<file path="src/hdl/column_glyph_digit_reader_macros.svh">
// assertion helpers, sampled on clk and held off during reset
`ifndef COLUMN_GLYPH_DIGIT_READER_MACROS_SVH
`define COLUMN_GLYPH_DIGIT_READER_MACROS_SVH

// antecedent implies consequent in the same cycle
`define CGDR_ASSERT_IMPL(lbl, ante, cons, msg) \
    lbl: assert property (@(posedge clk) disable iff (!rst_n) (ante) |-> (cons)) \
        else $error(msg);

// antecedent implies consequent in the next cycle
`define CGDR_ASSERT_NEXT(lbl, ante, cons, msg) \
    lbl: assert property (@(posedge clk) disable iff (!rst_n) (ante) |=> (cons)) \
        else $error(msg);

`endif

</file>
<file path="src/hdl/cgdr_pkg.sv">
package cgdr_pkg;

    localparam int STRIP_HEIGHT_DEF    = 16;
    localparam int MAX_GLYPH_WIDTH_DEF = 16;

    localparam int PIX_W   = 16;
    localparam int VALUE_W = 31;
    localparam int COUNT_W = 4;
    localparam int CFG_W   = 5;

    localparam logic [VALUE_W-1:0] VALUE_MAX  = '1;
    localparam logic [COUNT_W-1:0] COUNT_MAX  = '1;
    localparam logic [CFG_W-1:0]   ROWS_RESET = 5'd16;
    localparam logic [CFG_W-1:0]   MINW_RESET = 5'd4;

    typedef enum logic
    {
        CFG_ROWS_IN_USE     = 1'b0,
        CFG_MIN_GLYPH_WIDTH = 1'b1
    } cfg_index_t;

    localparam logic [3:0] DIGIT_0 = 4'd0;
    localparam logic [3:0] DIGIT_1 = 4'd1;
    localparam logic [3:0] DIGIT_2 = 4'd2;
    localparam logic [3:0] DIGIT_3 = 4'd3;
    localparam logic [3:0] DIGIT_4 = 4'd4;
    localparam logic [3:0] DIGIT_5 = 4'd5;
    localparam logic [3:0] DIGIT_6 = 4'd6;
    localparam logic [3:0] DIGIT_7 = 4'd7;
    localparam logic [3:0] DIGIT_8 = 4'd8;
    localparam logic [3:0] DIGIT_9 = 4'd9;

    typedef struct packed
    {
        logic [PIX_W-1:0] column_pixels;
        logic             last_column;
    } col_t;

    typedef struct packed
    {
        logic [VALUE_W-1:0] number_value;
        logic [COUNT_W-1:0] digit_count;
        logic               overflow_flag;
    } res_t;

    // glyph close event leaving the column stage
    typedef struct packed
    {
        logic close;
        logic wide;
        logic last;
    } close_tok_t;

    // classified glyph leaving the classifier stage
    typedef struct packed
    {
        logic       digit_ok;
        logic       wide;
        logic       last;
        logic [3:0] digit;
    } digit_tok_t;

endpackage

</file>
<file path="src/hdl/cgdr_glyph_track.sv">
module cgdr_glyph_track #(
    parameter int ROW_W = 16,
    parameter int MAX_W = 16,
    parameter int WID_W = 5
) (
    input  logic                    clk,
    input  logic                    rst_n,
    input  logic                    col_take,
    input  logic                    p2_free,
    input  logic [ROW_W-1:0]        col_pixels,
    input  logic                    col_last,
    input  logic [WID_W-1:0]        minw_eff,
    output logic                    p1_valid,
    output cgdr_pkg::close_tok_t    p1_tok,
    output logic [WID_W-1:0]        p1_width,
    output logic [ROW_W-1:0]        row_union,
    output logic [ROW_W-1:0]        row_and,
    output logic [ROW_W-1:0]        col0,
    output logic [ROW_W-1:0]        col1,
    output logic [ROW_W-1:0]        col2,
    output logic [ROW_W-1:0]        colmid,
    output logic [ROW_W-1:0]        last0,
    output logic [ROW_W-1:0]        last1,
    output logic [ROW_W-1:0]        last2
);
    import cgdr_pkg::*;

    localparam int IW = $clog2(MAX_W);

    logic [ROW_W-1:0] store_reg [MAX_W];

    logic             in_glyph_reg, in_glyph_next;
    logic [WID_W-1:0] width_reg, width_next;
    logic [ROW_W-1:0] union_reg, union_next;
    logic [ROW_W-1:0] and_reg, and_next;
    logic [ROW_W-1:0] last0_reg, last1_reg, last2_reg;
    logic             p1_valid_reg, p1_valid_next;
    close_tok_t       p1_tok_reg, p1_tok_next;
    logic [WID_W-1:0] p1_width_reg, p1_width_next;

    logic             pix_lit;
    logic [WID_W-1:0] w_cur;
    logic             qualify;
    logic             too_wide;
    logic [WID_W-1:0] mid_full;

    assign pix_lit  = |col_pixels;
    assign w_cur    = in_glyph_reg ? width_reg : '0;
    assign qualify  = (width_reg >= minw_eff);
    assign too_wide = (width_reg > WID_W'(MAX_W));

    always_comb
    begin
        in_glyph_next = in_glyph_reg;
        width_next    = width_reg;
        union_next    = union_reg;
        and_next      = and_reg;
        p1_tok_next   = p1_tok_reg;
        p1_width_next = p1_width_reg;
        p1_valid_next = p2_free ? 1'b0 : p1_valid_reg;
        if (col_take)
        begin
            p1_valid_next     = 1'b1;
            p1_width_next     = width_reg;
            p1_tok_next.close = 1'b0;
            p1_tok_next.wide  = 1'b0;
            p1_tok_next.last  = col_last;
            if (pix_lit)
            begin
                in_glyph_next = 1'b1;
                union_next    = (in_glyph_reg ? union_reg : '0) | col_pixels;
                and_next      = (in_glyph_reg ? and_reg : '1) & col_pixels;
                if (w_cur <= WID_W'(MAX_W))
                begin
                    width_next = w_cur + WID_W'(1);
                end
                else
                begin
                    width_next = w_cur;
                end
            end
            else if (in_glyph_reg)
            begin
                p1_tok_next.close = qualify && !too_wide;
                p1_tok_next.wide  = qualify && too_wide;
                in_glyph_next     = 1'b0;
                width_next        = '0;
            end
            // a glyph still open on the last column is dropped
            if (col_last)
            begin
                in_glyph_next = 1'b0;
                width_next    = '0;
            end
        end
    end

    always_ff @(posedge clk or negedge rst_n)
    begin
        if (!rst_n)
        begin
            in_glyph_reg <= 1'b0;
            width_reg    <= '0;
            union_reg    <= '0;
            and_reg      <= '0;
            p1_valid_reg <= 1'b0;
        end
        else
        begin
            in_glyph_reg <= in_glyph_next;
            width_reg    <= width_next;
            union_reg    <= union_next;
            and_reg      <= and_next;
            p1_valid_reg <= p1_valid_next;
        end
    end

    always_ff @(posedge clk)
    begin
        p1_tok_reg   <= p1_tok_next;
        p1_width_reg <= p1_width_next;
        if (col_take && pix_lit)
        begin
            last0_reg <= col_pixels;
            last1_reg <= last0_reg;
            last2_reg <= last1_reg;
            if (w_cur < WID_W'(MAX_W))
            begin
                store_reg[w_cur[IW-1:0]] <= col_pixels;
            end
        end
    end

    assign mid_full = p1_width_reg >> 1;

    assign p1_valid  = p1_valid_reg;
    assign p1_tok    = p1_tok_reg;
    assign p1_width  = p1_width_reg;
    assign row_union = union_reg;
    assign row_and   = and_reg;
    assign col0      = store_reg[0];
    assign col1      = store_reg[1];
    assign col2      = store_reg[2];
    assign colmid    = store_reg[mid_full[IW-1:0]];
    assign last0     = last0_reg;
    assign last1     = last1_reg;
    assign last2     = last2_reg;

endmodule

</file>
<file path="src/hdl/cgdr_classify.sv">
module cgdr_classify #(
    parameter int ROW_W = 16,
    parameter int WID_W = 5
) (
    input  logic                    clk,
    input  logic                    rst_n,
    input  logic                    p1_valid,
    input  cgdr_pkg::close_tok_t    p1_tok,
    input  logic [WID_W-1:0]        p1_width,
    input  logic [ROW_W-1:0]        row_union,
    input  logic [ROW_W-1:0]        row_and,
    input  logic [ROW_W-1:0]        col0,
    input  logic [ROW_W-1:0]        col1,
    input  logic [ROW_W-1:0]        col2,
    input  logic [ROW_W-1:0]        colmid,
    input  logic [ROW_W-1:0]        last0,
    input  logic [ROW_W-1:0]        last1,
    input  logic [ROW_W-1:0]        last2,
    input  logic                    p2_free,
    input  logic                    p2_take,
    output logic                    p2_valid,
    output cgdr_pkg::digit_tok_t    p2_tok
);
    import cgdr_pkg::*;

    localparam int EW       = $clog2(ROW_W + 1) + 2;
    localparam int DIV3_MUL = 171;
    localparam int DIV5_MUL = 205;

    logic [EW-1:0]   top_e, bot_e, h_e, half_e, h23_e, h25_e;
    logic [EW+8:0]   p3;
    logic [EW+9:0]   p5;
    logic [ROW_W-1:0] mc, m2, m7, m3, m5, m0, m6, m9;
    logic [ROW_W-1:0] c5;
    logic            w_ge2, w_ge3, h_ge2;
    logic            t1, t2, t7, t4, t3, t5, t0, t6, t9;
    logic [3:0]      digit;

    logic            p2_valid_reg, p2_valid_next;
    digit_tok_t      p2_tok_reg;

    // crop rows from the lit-row union
    always_comb
    begin
        top_e = '0;
        bot_e = '0;
        for (int r = ROW_W - 1; r >= 0; r--)
        begin
            if (row_union[r])
            begin
                top_e = EW'(r);
            end
        end
        for (int r = 0; r < ROW_W; r++)
        begin
            if (row_union[r])
            begin
                bot_e = EW'(r + 1);
            end
        end
    end

    assign h_e    = bot_e - top_e;
    assign half_e = h_e >> 1;
    assign p3     = (EW+9)'({h_e, 1'b0}) * (EW+9)'(DIV3_MUL);
    assign p5     = (EW+10)'({h_e, 1'b0}) * (EW+10)'(DIV5_MUL);
    assign h23_e  = p3[EW+8:9];
    assign h25_e  = p5[EW+9:10];

    always_comb
    begin
        for (int r = 0; r < ROW_W; r++)
        begin
            mc[r] = (EW'(r) >= top_e) && (EW'(r) < bot_e);
            m2[r] = (EW'(r + 2) >= bot_e) && (EW'(r) < bot_e);
            m7[r] = (EW'(r) >= top_e) && (EW'(r) < top_e + EW'(2));
            m3[r] = (EW'(r) >= top_e) && (EW'(r) < top_e + h23_e);
            m5[r] = (EW'(r) >= top_e + half_e) && (EW'(r) < top_e + half_e + EW'(2));
            m0[r] = (EW'(r + 1) >= top_e + half_e) && (EW'(r) <= top_e + half_e + EW'(1));
            m6[r] = (EW'(r) >= top_e) && (EW'(r) < top_e + h25_e);
            m9[r] = (EW'(r + 3) >= bot_e) && (EW'(r) < bot_e);
        end
    end

    assign w_ge2 = (p1_width >= WID_W'(2));
    assign w_ge3 = (p1_width >= WID_W'(3));
    assign h_ge2 = (h_e >= EW'(2));
    assign c5    = col0 | (w_ge2 ? col1 : '0) | (w_ge3 ? col2 : '0);

    // full-height tests need every crop row lit, holes in the union included
    assign t1 = w_ge2 && ((last0 & mc) == mc)
                      && ((last1 & mc) == mc);
    assign t2 = h_ge2 && ((row_and & m2) == m2);
    assign t7 = h_ge2 && ((row_and & m7) == m7);
    assign t4 = w_ge3 && ((last1 & mc) == mc)
                      && ((last2 & mc) == mc);
    assign t3 = ((col0 & m3) == '0);
    assign t5 = ((c5 & m5) == '0);
    assign t0 = ((colmid & m0) == '0);
    assign t6 = ((last0 & m6) == '0);
    assign t9 = ((last0 & m9) == '0);

    always_comb
    begin
        if (t1)
        begin
            digit = DIGIT_1;
        end
        else if (t2)
        begin
            digit = DIGIT_2;
        end
        else if (t7)
        begin
            digit = DIGIT_7;
        end
        else if (t4)
        begin
            digit = DIGIT_4;
        end
        else if (t3)
        begin
            digit = DIGIT_3;
        end
        else if (t5)
        begin
            digit = DIGIT_5;
        end
        else if (t0)
        begin
            digit = DIGIT_0;
        end
        else if (t6)
        begin
            digit = DIGIT_6;
        end
        else if (t9)
        begin
            digit = DIGIT_9;
        end
        else
        begin
            digit = DIGIT_8;
        end
    end

    assign p2_valid_next = (p1_valid && p2_free) ? 1'b1 : (p2_take ? 1'b0 : p2_valid_reg);

    always_ff @(posedge clk or negedge rst_n)
    begin
        if (!rst_n)
        begin
            p2_valid_reg <= 1'b0;
        end
        else
        begin
            p2_valid_reg <= p2_valid_next;
        end
    end

    always_ff @(posedge clk)
    begin
        if (p1_valid && p2_free)
        begin
            p2_tok_reg.digit_ok <= p1_tok.close;
            p2_tok_reg.wide     <= p1_tok.wide;
            p2_tok_reg.last     <= p1_tok.last;
            p2_tok_reg.digit    <= digit;
        end
    end

    assign p2_valid = p2_valid_reg;
    assign p2_tok   = p2_tok_reg;

endmodule

</file>
<file path="src/hdl/cgdr_accum.sv">
module cgdr_accum (
    input  logic                 clk,
    input  logic                 rst_n,
    input  logic                 p2_valid,
    input  cgdr_pkg::digit_tok_t p2_tok,
    input  logic                 res_ready,
    output logic                 p2_take,
    output logic                 res_valid,
    output cgdr_pkg::res_t       res_data
);
    import cgdr_pkg::*;

    localparam int SUM_W = VALUE_W + 4;

    logic [VALUE_W-1:0] value_reg, value_next, value_upd;
    logic [COUNT_W-1:0] count_reg, count_next, count_upd;
    logic               ov_reg, ov_next, ov_upd;
    logic               res_valid_reg, res_valid_next;
    res_t               res_reg, res_next;
    logic [SUM_W-1:0]   v_ext, v_sum;

    assign p2_take = p2_valid && (!p2_tok.last || !res_valid_reg || res_ready);

    // value * 10 + digit as two shifts and adds
    assign v_ext = SUM_W'(value_reg);
    assign v_sum = (v_ext << 3) + (v_ext << 1) + SUM_W'(p2_tok.digit);

    always_comb
    begin
        value_upd = value_reg;
        count_upd = count_reg;
        ov_upd    = ov_reg || p2_tok.wide;
        if (p2_tok.digit_ok)
        begin
            if (v_sum > SUM_W'(VALUE_MAX))
            begin
                value_upd = VALUE_MAX;
                ov_upd    = 1'b1;
            end
            else
            begin
                value_upd = v_sum[VALUE_W-1:0];
            end
            if (count_reg != COUNT_MAX)
            begin
                count_upd = count_reg + COUNT_W'(1);
            end
        end
    end

    always_comb
    begin
        value_next     = value_reg;
        count_next     = count_reg;
        ov_next        = ov_reg;
        res_next       = res_reg;
        res_valid_next = res_valid_reg && !res_ready;
        if (p2_take)
        begin
            if (p2_tok.last)
            begin
                res_next.number_value  = value_upd;
                res_next.digit_count   = count_upd;
                res_next.overflow_flag = ov_upd;
                res_valid_next         = 1'b1;
                value_next             = '0;
                count_next             = '0;
                ov_next                = 1'b0;
            end
            else
            begin
                value_next = value_upd;
                count_next = count_upd;
                ov_next    = ov_upd;
            end
        end
    end

    always_ff @(posedge clk or negedge rst_n)
    begin
        if (!rst_n)
        begin
            value_reg     <= '0;
            count_reg     <= '0;
            ov_reg        <= 1'b0;
            res_valid_reg <= 1'b0;
        end
        else
        begin
            value_reg     <= value_next;
            count_reg     <= count_next;
            ov_reg        <= ov_next;
            res_valid_reg <= res_valid_next;
        end
    end

    always_ff @(posedge clk)
    begin
        res_reg <= res_next;
    end

    assign res_valid = res_valid_reg;
    assign res_data  = res_reg;

endmodule

</file>
<file path="src/hdl/column_glyph_digit_reader.sv">
// channel   direction  handshake              payload
// col       in         col_valid / col_ready  col_data (column_pixels, last_column)
// res       out        res_valid / res_ready  res_data (number_value, digit_count,
//                                             overflow_flag)
// cfg       in         cfg_wr_en              cfg_index, cfg_data
//
// one column per cycle while col_ready is high; three register stages: column tracking, glyph
// classification, decimal accumulation
// the result comes through the tracking, classification and result registers after the edge that takes the last column
// rst_n clears the strip state and loads rows_in_use 16, min_glyph_width 4
// col_ready drops only when a result waits in the output register and the
// next last column has reached the accumulator
`include "column_glyph_digit_reader_macros.svh"

module column_glyph_digit_reader #(
    parameter int STRIP_HEIGHT    = cgdr_pkg::STRIP_HEIGHT_DEF,
    parameter int MAX_GLYPH_WIDTH = cgdr_pkg::MAX_GLYPH_WIDTH_DEF
) (
    input  logic                       clk,
    input  logic                       rst_n,
    input  logic                       col_valid,
    output logic                       col_ready,
    input  cgdr_pkg::col_t             col_data,
    output logic                       res_valid,
    input  logic                       res_ready,
    output cgdr_pkg::res_t             res_data,
    input  logic                       cfg_wr_en,
    input  cgdr_pkg::cfg_index_t       cfg_index,
    input  logic [cgdr_pkg::CFG_W-1:0] cfg_data
);
    import cgdr_pkg::*;

    localparam int ROW_W = (STRIP_HEIGHT < PIX_W) ? STRIP_HEIGHT : PIX_W;
    localparam int WID_W = $clog2(MAX_GLYPH_WIDTH + 2);

    logic [CFG_W-1:0] rows_reg, minw_reg;
    logic [ROW_W-1:0] row_mask;
    logic [ROW_W-1:0] col_masked;
    logic [WID_W-1:0] minw_eff;
    logic             col_take;

    logic             p1_valid;
    close_tok_t       p1_tok;
    logic [WID_W-1:0] p1_width;
    logic [ROW_W-1:0] row_union, row_and;
    logic [ROW_W-1:0] col0, col1, col2, colmid, last0, last1, last2;
    logic             p2_valid, p2_take, p2_free;
    digit_tok_t       p2_tok;

    always_ff @(posedge clk or negedge rst_n)
    begin
        if (!rst_n)
        begin
            rows_reg <= ROWS_RESET;
            minw_reg <= MINW_RESET;
        end
        else if (cfg_wr_en)
        begin
            unique case (cfg_index)
                CFG_ROWS_IN_USE:     rows_reg <= cfg_data;
                CFG_MIN_GLYPH_WIDTH: minw_reg <= cfg_data;
            endcase
        end
    end

    // at least three rows are always in use
    always_comb
    begin
        for (int r = 0; r < ROW_W; r++)
        begin
            row_mask[r] = (r < 3) || (int'(rows_reg) > r);
        end
    end

    always_comb
    begin
        if (minw_reg == '0)
        begin
            minw_eff = WID_W'(1);
        end
        else if (int'(minw_reg) > MAX_GLYPH_WIDTH + 1)
        begin
            minw_eff = WID_W'(MAX_GLYPH_WIDTH + 1);
        end
        else
        begin
            minw_eff = WID_W'(minw_reg);
        end
    end

    assign col_masked = col_data.column_pixels[ROW_W-1:0] & row_mask;
    assign p2_free    = !p2_valid || p2_take;
    assign col_ready  = !p1_valid || p2_free;
    assign col_take   = col_valid && col_ready;

    cgdr_glyph_track #(
        .ROW_W (ROW_W),
        .MAX_W (MAX_GLYPH_WIDTH),
        .WID_W (WID_W)
    ) u_track (
        .clk        (clk),
        .rst_n      (rst_n),
        .col_take   (col_take),
        .p2_free    (p2_free),
        .col_pixels (col_masked),
        .col_last   (col_data.last_column),
        .minw_eff   (minw_eff),
        .p1_valid   (p1_valid),
        .p1_tok     (p1_tok),
        .p1_width   (p1_width),
        .row_union  (row_union),
        .row_and    (row_and),
        .col0       (col0),
        .col1       (col1),
        .col2       (col2),
        .colmid     (colmid),
        .last0      (last0),
        .last1      (last1),
        .last2      (last2)
    );

    cgdr_classify #(
        .ROW_W (ROW_W),
        .WID_W (WID_W)
    ) u_classify (
        .clk       (clk),
        .rst_n     (rst_n),
        .p1_valid  (p1_valid),
        .p1_tok    (p1_tok),
        .p1_width  (p1_width),
        .row_union (row_union),
        .row_and   (row_and),
        .col0      (col0),
        .col1      (col1),
        .col2      (col2),
        .colmid    (colmid),
        .last0     (last0),
        .last1     (last1),
        .last2     (last2),
        .p2_free   (p2_free),
        .p2_take   (p2_take),
        .p2_valid  (p2_valid),
        .p2_tok    (p2_tok)
    );

    cgdr_accum u_accum (
        .clk       (clk),
        .rst_n     (rst_n),
        .p2_valid  (p2_valid),
        .p2_tok    (p2_tok),
        .res_ready (res_ready),
        .p2_take   (p2_take),
        .res_valid (res_valid),
        .res_data  (res_data)
    );

    `CGDR_ASSERT_IMPL(a_stall_needs_token, !col_ready, p1_valid && p2_valid,
        "column input stalled with an empty pipeline")
    `CGDR_ASSERT_IMPL(a_res_from_last, $rose(res_valid), $past(p2_take && p2_tok.last),
        "result raised without a last column leaving the accumulator")
    `CGDR_ASSERT_IMPL(a_last_held, p2_valid && p2_tok.last && !p2_take,
        res_valid && !res_ready, "last column held while output is free")

endmodule
</file>
<file path="config.mk">
export PLATFORM = sky130hd
export DESIGN_NAME = column_glyph_digit_reader
export DESIGN_NICKNAME = d
export VERILOG_FILES = /design/src/hdl/cgdr_pkg.sv /design/src/hdl/cgdr_glyph_track.sv /design/src/hdl/cgdr_classify.sv /design/src/hdl/cgdr_accum.sv /design/src/hdl/column_glyph_digit_reader.sv
export VERILOG_INCLUDE_DIRS = /design/src /design/src/hdl
export SDC_FILE = /design/constraint.sdc
export NUM_CORES = 1
export LEC_CHECK = 0
export BUFFER_PORTS_ARGS = -buffer_cell sky130_fd_sc_hd__buf_2
export CELL_PAD_IN_SITES_DETAIL_PLACEMENT = 0
export CELL_PAD_IN_SITES_GLOBAL_PLACEMENT = 1
export CORE_ASPECT_RATIO = 1.4
export CORE_UTILIZATION = 45
export DETAILED_ROUTE_END_ITERATION = 10
export GPL_ROUTABILITY_DRIVEN = 1
export HOLD_SLACK_MARGIN = 0.08
export PLACE_DENSITY_LB_ADDON = 0.1
export SLEW_MARGIN = 20
export SYNTH_ARGS = -nofsm -noshare
export SYNTH_HDL_FRONTEND = slang
export SYNTH_SLANG_ARGS = --single-unit
</file>
<file path="constraint.sdc">
create_clock -name clk -period 11.26 [get_ports clk]
set_clock_uncertainty 0.05 [all_clocks]
set_input_delay 0 -clock clk [delete_from_list [all_inputs] [get_ports clk]]
set_output_delay 0 -clock clk [all_outputs]
set_load 0.01 [all_outputs]
</file>
* Word level (Yosys, flattened, before mapping)
Memory sizes are Yosys's and may differ from the RTL's. A register that Yosys moved wholly into a read port is not among the register bits.
Index checks and enable logic that the tools add are counted.
Widths: inputs -> output; s select.
** Word-level totals
- Memories :: 1
- Output and inout bits :: 38
- Logic and storage cells :: 475
- Bits in registers :: 186
- Bits in writable memories :: 256
** Memory list
- u_track.store_reg :: depth 16, bits a word 16, rd ports 4, clocked after Yosys merged registers in 1, wr ports 1, line cgdr_glyph_track.sv:30 : logic [ROW_W-1:0] store_reg [MAX_W];
** Cells by class
- Bitwise operators :: 17
- Reductions and logical operators :: 170
- Add/sub/neg operators :: 11
- Muxes and demuxes :: 72
- Multipliers :: 2
- Equality and inequality tests :: 6
- Order comparisons :: 168
** Operators with widths (count)
- $lt 4x7->1 const A :: 32
- $and 16x16->16 :: 12
- $logic_and 1x1->1 :: 141
- $ge 4x7->1 const A :: 16
- $lt 3x7->1 const A :: 16
- $mux 7 :: 15
- $mux 31 :: 3
- $eq 16x16->1 :: 5
- $logic_not 16->1 :: 5
- $mux 16 :: 4
- $ge 3x7->1 const A :: 8
- $le 4x7->1 const A :: 8
- $lt 1x7->1 const A :: 8
- $lt 2x7->1 const A :: 8
- $mux 4 :: 13
- $or 16x16->16 :: 3
- $ge 4x5->1 const A :: 8
- $gt 5x4->1 const B :: 8
- $lt 4x5->1 const A :: 8
- $mux 5 :: 8
- $add 34x32->35 :: 1
- $add 35x4->35 :: 1
- $gt 35x31->1 const B :: 1
- $mul 7x8->15 const B :: 2
- other kinds (42) :: 112

* Depth between registers and ports, before layout
Gate-level depths: netlist of the first run.
- Word-level depth :: 30
- Mapped depth :: 43
- Gate-level depth less buffers :: 42

* Modules after synthesis
Synthesis of the first run repeated with hierarchy kept, for this count alone.
** Unflattened totals
- Cell total of the unflattened synthesis :: 2169
- Area, all modules :: 25877.3 um^2
** Modules (own cells, without submodules)
- cgdr_glyph_track :: area an instance 13287.7 um^2, cells each 632, instances 1
- cgdr_classify :: area an instance 6755.2 um^2, cells each 931, instances 1
- cgdr_accum :: area an instance 5211.2 um^2, cells each 546, instances 1
- column_glyph_digit_reader :: area an instance 623.1 um^2, cells each 60, instances 1

* Least setup slack after synthesis of the first run
OpenSTA, ideal clock, no wires.
- Kind :: register to register
- Start :: reg u_track.union_reg[15] (netlist: u_track.row_union[15])
- End :: reg u_classify.p2_tok_reg (netlist bit u_classify.p2_tok[0]) (data pin)
- Setup slack :: 1.897 ns
- Period minus slack after synthesis :: 9.363 ns
- Data required time :: 10.949 ns
- Path buffers :: 3
- Stages on the path, launching flop included :: 38
- Data arrival time :: 9.052 ns
- Setup time :: 0.261 ns
- Cells stage by stage :: dfrtp_1 -> clkbuf_1 -> clkbuf_1 -> nor2_1 -> o31ai_1 -> a211o_1 -> a21oi_1 -> ha_1 -> nor2b_1 -> or2_2 -> buf_1 -> maj3_1 -> xnor2_1 -> inv_1 -> ha_1 -> inv_1 -> fa_1 -> fa_1 -> (+2 left out) -> ha_1 -> a2111oi_0 -> nor2_1 -> a21o_1 -> xor2_1 -> ha_1 -> a21oi_1 -> o31a_1 -> o211ai_1 -> o211ai_1 -> o21bai_1 -> mux4_2 -> o31ai_1 -> a32o_1 -> o211ai_1 -> a21oi_1 -> or3_1 -> o32a_1
** On the way
- Longest elaborated chain between the ends :: 30
- Elaborated cells on any way between the ends :: 335
- Classes of those cells :: 7 x add/sub; 2 x mul; 147 x order compare; 5 x eq/ne; 25 x mux; 10 x bitwise; 139 x reduce/logical
** Ends and longest elaborated chain
- from (decl) :: line cgdr_glyph_track.sv:34 : logic [ROW_W-1:0] union_reg, union_next;
- from (signal assigned) :: line cgdr_glyph_track.sv:112 : union_reg <= union_next;
- $mux 4 :: line cgdr_classify.sv:49 : if (row_union[r])
- $mux 7 (15 in series) :: line cgdr_classify.sv:49
- $sub 5x7->7 :: line cgdr_classify.sv:63 : assign h_e = bot_e - top_e;
- $mul 7x8->15 :: line cgdr_classify.sv:66 : assign p5 = (EW+10)'({h_e, 1'b0}) * (EW+10)'(DIV5_MUL);
- $add 7x6->7 :: line cgdr_classify.sv:80 : m6[r] = (EW'(r) >= top_e) && (EW'(r) < top_e + h25_e);
- $lt 1x7->1, or another cell as far along :: line cgdr_classify.sv:80
- $logic_and 1x1->1 :: line cgdr_classify.sv:80
- $and 16x16->16 :: line cgdr_classify.sv:100 : assign t6 = ((last0 & m6) == '0);
- $logic_not 16->1 :: line cgdr_classify.sv:100
- $mux 3 :: line cgdr_classify.sv:133 : else if (t6)
- $mux 3 :: line cgdr_classify.sv:129 : else if (t0)
- $mux 3 :: line cgdr_classify.sv:125 : else if (t5)
- $mux 3 :: line cgdr_classify.sv:121 : else if (t3)
- $mux 3 :: line cgdr_classify.sv:117 : else if (t4)
- $mux 3 :: line cgdr_classify.sv:113 : else if (t7)
- $mux 2 :: line cgdr_classify.sv:109 : else if (t2)
- to (decl) :: line cgdr_classify.sv:40 : digit_tok_t p2_tok_reg;
Parallel ways exist; a longest one is shown, timed or not.
A chain may end at the register's enable or synchronous reset.

* Worst setup path after layout of the first run
Ends and elaborated chain as after synthesis.

==> results.sh, run 1 <==
export IMPL_initial_core_util_pct=45.7
export IMPL_die_x_um=205
export IMPL_critPathArrivalTime_ns=10.61
export IMPL_ys_ff_latch=446
export IMPL_max_stage_delay_ns=0.96
export IMPL_grt_pass1_wl_mm=116
export IMPL_cp_required_ns=11.56
export IMPL_clk_latency_ns=0.60
export IMPL_p_total_mw=9.92
export IMPL_synthArstFlopShare_pct=19.5
export IMPL_fin_crit_ns=10.32
export IMPL_grtUsageTotal_pct=26.3
export IMPL_vias_per_cell=6.12
export IMPL_yosysSeqAreaShare_pct=49.9
export IMPL_drive_above_1_share_pct=15.6
export IMPL_p_int_mw=5.38
export IMPL_die_area_um2=58500
export IMPL_root_buffer="clkbuf_16"
export IMPL_start_kind="flip-flop"
export IMPL_r2r_end="u_classify.p2_tok[0]"
export IMPL_antenna_left=0
export IMPL_rsz0062_at_grt="no"
export IMPL_crit_path_end_kind="flip-flop"
export IMPL_wirelength_mm=75.4
export IMPL_comb_power_share_pct=62.4
export IMPL_wl_per_cell_um=25.2
export IMPL_min_path_cells=2
export IMPL_synth_top_flop_cell="edfxtp_1"
export IMPL_clk_pin_slew_ns=0.06
export IMPL_clock_sinks=446
export IMPL_grt_pass1_vias=19000
export IMPL_fin_util_pct=51.2
export IMPL_chipHeight_um=286
export IMPL_critPathMostFrequentCell="inv_1"
export IMPL_largest_register_ffs=256
export IMPL_clock_path_buffers=3
export IMPL_post_cts_resized=0
export IMPL_coreArea_um2=56600
export IMPL_grt_start_max_net_pins=65
export IMPL_setup_tns_ns=0
export IMPL_dp_hpwl_mm=56.7
export IMPL_synth_warnings=0
export IMPL_synth_enable_flop_cells=355
export IMPL_setup_violations=0
export IMPL_timing_fmax_mhz=96.9
export IMPL_synth_area_per_cell_um2=12.2
export IMPL_hold_path_startpoint="col_data[0]"
export IMPL_pwr_share_seq_pct=21.2
export IMPL_grt_ovfl_total=0
export IMPL_syn_inst=2130
export IMPL_timing_max_slew_rel_slack_pct=27.6
export IMPL_slowest_stage="dfrtp_1"
export IMPL_place_port_buffers=65
export IMPL_ff2ff_setup_slack_ns=0.94
export IMPL_nets=2442
export IMPL_busiest_layer="met2"
export IMPL_antenna_found_initial=0
export IMPL_ys_types=117
export IMPL_routabilityCongestion=0.952
export IMPL_final_hold_viol_count=0
export IMPL_via_count=18300
export IMPL_switching_power_mw=4.54
export IMPL_p_leak_nw=11.1
export IMPL_drc_errors=0
export IMPL_cts_tree="yes"
export IMPL_use_met1_pct=30.0
export IMPL_syn_nets=2352
export IMPL_whs_ns=0.128
export IMPL_drt_iter0_markers=1183
export IMPL_p_clk_share_pct=16.4
export IMPL_critPathMaxFanout=26
export IMPL_rows=103
export IMPL_switching_share_pct=45.7
export IMPL_htreeDepth=2
export IMPL_period_share_pct=91.6
export IMPL_io_pins=66
export IMPL_min_to="u_track.p1_tok[0]"
export IMPL_reg2reg_from="u_track.row_union[15]"
export IMPL_status="finished clean"
export IMPL_n_antenna_cell=0
export IMPL_use_met3_pct=2.64
export IMPL_maxCapViolCount=0
export IMPL_hold_path_class="in2reg"
export IMPL_worstMarginPinSlew_ns=1.09
export IMPL_grt_met2_usage_pct=47.8
export IMPL_crit_type="reg2reg"
export IMPL_cts_made_buffers=45
export IMPL_powerDensity_nw_per_um2=342
export IMPL_maxSlewViolCount=0
export IMPL_ff2ff_path_depth=36
export IMPL_peakVddDrop_v=0.000299
export IMPL_layout_area_overhead_vs_synth_pct=11.9
export IMPL_drt_pre_antenna_iters=5
export IMPL_netlist_area_um2=25900
## cells in the mapped netlist (all sizes together), types with 19 or more instances
master  count  share of area, %
o221a      19              0.83
ha        171               8.3
nor2      136               2.0
nand3      45              0.87
buf        24              0.58
o211ai     24              0.70
edfxtp    355                41
xnor2      38               1.3
fa         23               1.8
nand2     120               1.8
nand2b     29              0.70
a21oi     151               3.0
nor4       20              0.57
inv       131               1.9
nor3       28              0.56
clkbuf     66              0.96
nor2b      22              0.53
a21o       33              0.99
mux4       80               7.0
o21ai     110               2.2
or3        19              0.46
dfrtp      85               8.2
xor2       20              0.68
and2       27              0.65
## how the worst max path moves through the flow
stage | start | end | slack [ns] | depth (start not counted)
2_1_floorplan | u_track.row_union[15] | u_classify.p2_tok[0] | 1.90 | 37
3_3_place_gp | u_track.row_union[15] | u_classify.p2_tok[3] | 1.21 | 38
3_5_place_dp | u_track.row_union[15] | u_classify.p2_tok[3] | 0.92 | 38
4_1_cts | u_track.row_union[15] | u_classify.p2_tok[3] | 0.90 | 38
5_1_grt | u_track.row_union[15] | u_classify.p2_tok[3] | 0.12 | 38
6_report | u_track.row_union[15] | u_classify.p2_tok[0] | 0.94 | 36
## worst max-delay path, delay by kind of cell, from the launching register on
family | cells | cell delay [ns]
and+or+nand+nor | 6 | 1.42
buffers and inverters | 7 | 0.98
AOI/OAI and AO/OA | 11 | 2.40
xor gates and xnor gates | 4 | 1.17
adders and majority gates | 8 | 3.05
DFF | 1 | 0.96
## repair_timing
item / 4_1_cts / 5_1_grt
buffers inserted: 0 / 0
hold endpoints to repair: 210 / 0
hold buffers: 34 / 0
## cell type report
cell class                      count  area [µm²]
Inverter                          134         508
Fill cell                        4925       27600
Clock buffer                       54        1210
Timing Repair Buffer              133         933
Clock inverter                     30         395
Tap cell                          735         920
Multi-Input combinational cell   1460       12100
Sequential cell                   446       12900
## power by group through the flow
stage | Sequential [mW] | Combinational [mW] | Clock (mW)
finish | 2.10 | 6.19 | 1.62
CTS | 2.10 | 6.20 | 1.66
global placement | 2.13 | 6.11 | 0
floorplan | 2.05 | 4.61 | 0
detailed placement | 2.13 | 6.14 | 0
global route | 2.12 | 6.94 | 1.71
## cells in the final DEF, fill, tap and decap left out, drive strengths merged, types with 22 or more instances in the layout
cell type and n:
nor2 136, o21ai 110, xnor2 38, o211ai 24, nand2b 29, fa 23
nor3 28, nor2b 22, dfrtp 85, nand3 45, mux4 80, dlygate4sd3 33
a21o 33, and2 27, edfxtp 355, clkbuf 54, a21oi 151, ha 171
inv 134, buf 100, nand2 120
## per-stage QoR
step | cells | cell area (µm²) | setup WS [ns]
4_1_cts | 2992 | 29000 | 0.900
3_3_place_gp | 2874 | 27000 | 1.21
6_report | 2992 | 29000 | 0.944
2_1_floorplan | 2130 | 25900 | 1.90
3_5_place_dp | 2874 | 27000 | 0.922
5_1_grt | 2992 | 29000 | 0.120
## per-layer routing
layer | share of wire [%] | vias up
met2 | 53 | 500
met5 | 0 | -
met3 | 3.6 | 173
met1 | 38 | 9185
li1 | - | 8453
met4 | 5.6 | 0
## logic make-up after synthesis
logic type | after synthesis | share of synthesized area (%)
compound gates | 584 | 16.1
xor+xnor | 58 | 2.02
fa+ha+maj | 196 | 10.1
buf+inv | 224 | 3.50
flops | 446 | 49.9
mux | 109 | 8.17
simple gates | 513 | 10.1
Power figures use the tool's default switching activity.
==> run 2, diff against run 1 <==
- CORE_MARGIN: not set -> 4
==> run 2 against run 1 <==
Power fell by 2.0%. Hold slack gained 0.013 ns. Via count hardly changed. Critical endpoint is now u_classify.p2_tok[3]. Non-clock buffer count up 2. First-iteration DRC count is 19% higher. Critical path type unchanged.
==> results.sh, run 2 (synthesis results as in run 1) <==
export IMPL_ff2ff_setup_slack_ns=0.91
export IMPL_vias_per_cell=6.13
export IMPL_start_kind="flip-flop"
export IMPL_clock_path_buffers=3
export IMPL_slowest_stage="dfrtp_1"
export IMPL_hold_path_startpoint="cfg_data[4]"
export IMPL_min_to="minw_reg[4]"
export IMPL_htreeDepth=2
export IMPL_p_leak_nw=11.1
export IMPL_grt_start_max_net_pins=65
export IMPL_final_hold_viol_count=0
export IMPL_cts_made_buffers=45
export IMPL_m1WireLength_mm=29.0
export IMPL_cp_required_ns=11.51
export IMPL_status="finished clean"
export IMPL_largest_register_ffs=256
export IMPL_ff2ff_path_depth=38
export IMPL_clk_latency_ns=0.60
export IMPL_grtUsageTotal_pct=24.3
export IMPL_fin_crit_ns=10.35
export IMPL_rows=103
export IMPL_root_buffer="clkbuf_16"
export IMPL_wirelength_mm=75.7
export IMPL_drt_pre_antenna_iters=8
export IMPL_clk_pin_slew_ns=0.06
export IMPL_die_area_um2=61500
export IMPL_fin_util_pct=50.8
export IMPL_via_count=18300
export IMPL_antenna_found_initial=0
export IMPL_place_port_buffers=65
export IMPL_cts_tree="yes"
export IMPL_setup_tns_ns=0
export IMPL_drc_errors=0
export IMPL_initial_core_util_pct=45.6
export IMPL_timing_fmax_mhz=96.6
export IMPL_met3WireLength_mm=2.68
export IMPL_grt_pass1_vias=18900
export IMPL_maxSlewViolCount=0
export IMPL_antenna_left=0
export IMPL_layout_area_overhead_vs_synth_pct=11.2
export IMPL_crit_type="reg2reg"
export IMPL_drt_iter0_markers=1407
export IMPL_timing_max_slew_rel_slack_pct=30.5
export IMPL_worstMarginPinSlew_ns=1.03
export IMPL_grt_pass1_wl_mm=116
export IMPL_dr_wl_met2_mm=40.4
export IMPL_cp_top_family="compound AO/OA/AOI/OAI gates"
export IMPL_min_path_cells=3
export IMPL_grt_ovfl_total=0
export IMPL_maxCapViolCount=0
export IMPL_max_stage_delay_ns=0.93
export IMPL_period_share_pct=91.9
export IMPL_routabilityCongestion=0.961
export IMPL_wl_per_cell_um=25.3
export IMPL_n_antenna_cell=0
export IMPL_chipHeight_um=292
export IMPL_coreArea_um2=56700
export IMPL_drive_above_1_share_pct=15.0
export IMPL_post_cts_resized=0
export IMPL_hold_path_class="in2reg"
export IMPL_clock_sinks=446
export IMPL_powerDensity_nw_per_um2=338
export IMPL_nets=2444
export IMPL_critPathArrivalTime_ns=10.60
export IMPL_die_x_um=211
export IMPL_final_common_cell="edfxtp_1"
export IMPL_dp_hpwl_mm=56.7
export IMPL_rsz0062_at_grt="no"
export IMPL_crit_path_end_kind="flip-flop"
export IMPL_highest_layer="met4"
export IMPL_r2r_end="u_classify.p2_tok[3]"
export IMPL_peakVddDrop_v=0.000418
export IMPL_setup_violations=0
export IMPL_critPathMaxFanout=26
export IMPL_crit_buf_inv=6
export IMPL_critical_path_depth=38
export IMPL_layout_common_cells="edfxtp_1, ha_1, a21oi_1, nor2_1, inv_1"
export IMPL_reg2reg_from="u_track.row_union[15]"
export IMPL_io_pins=66
[run 2: changes by cell type in the layout (fill, tap and decap cells not counted), sizes merged]
cell and change:
clkbuf +10, bufinv -7, clkinv -6, buf +2, clkinvlp -2
[run 2: area by class of cell]
cell class / instances / area, µm²
Fill cell: 4977 / 27900
Tap cell: 735 / 920
Sequential cell: 446 / 12900
Inverter: 134 / 508
Multi-Input combinational cell: 1460 / 12100
Clock buffer: 64 / 1280
Clock inverter: 15 / 141
Timing Repair Buffer: 135 / 948
[run 2: worst max-delay path by stage]
stage                            to  slack, ns                   from
6_report       u_classify.p2_tok[3]       0.91  u_track.row_union[15]
5_1_grt        u_classify.p2_tok[0]       0.17  u_track.row_union[15]
4_1_cts        u_classify.p2_tok[3]       0.86  u_track.row_union[15]
3_5_place_dp   u_classify.p2_tok[3]       0.92  u_track.row_union[15]
3_3_place_gp   u_classify.p2_tok[3]       1.24  u_track.row_union[15]
2_1_floorplan  u_classify.p2_tok[0]       1.90  u_track.row_union[15]
[run 2: what timing repair did]
item / in CTS / in global routing
hold buffers: 34 / 0
setup buffers: 0 / 0
hold endpoints to repair: 210 / 0
[run 2: through the flow]
stage | hold WS (ns) | power (mW) | worst slack [ns] | instance area (µm²) | std cells
floorplan | -0.346 | 6.67 | 1.90 | 25900 | 2130
global placement | -0.0833 | 8.19 | 1.24 | 27000 | 2876
detailed placement | -0.0789 | 8.23 | 0.922 | 27000 | 2876
CTS | 0.110 | 9.75 | 0.864 | 28800 | 2989
global route | 0.146 | 10.6 | 0.175 | 28800 | 2989
finish | 0.141 | 9.72 | 0.908 | 28800 | 2989
[run 2: metal layers]
layer  global-route usage [%]  vias up
li1                         -     8446
met1                     28.5     9265
met2                     44.8      458
met3                     2.71      154
met4                     10.2        0
met5                        0        -
[run 2: tightest hold or removal path, cell delays in order]
cell and delay (ns):
dlygate4sd3_1 0.52, buf_2 0.11, mux2_2 0.14
[run 2: power by group]
group          total (mW)  leakage [nW]  switching [mW]  internal, mW
clock network        1.46         0.684           0.644         0.818
logic                6.16          5.98            3.69          2.47
registers            2.10          4.39           0.150          1.95
total                9.72          11.1            4.48          5.24
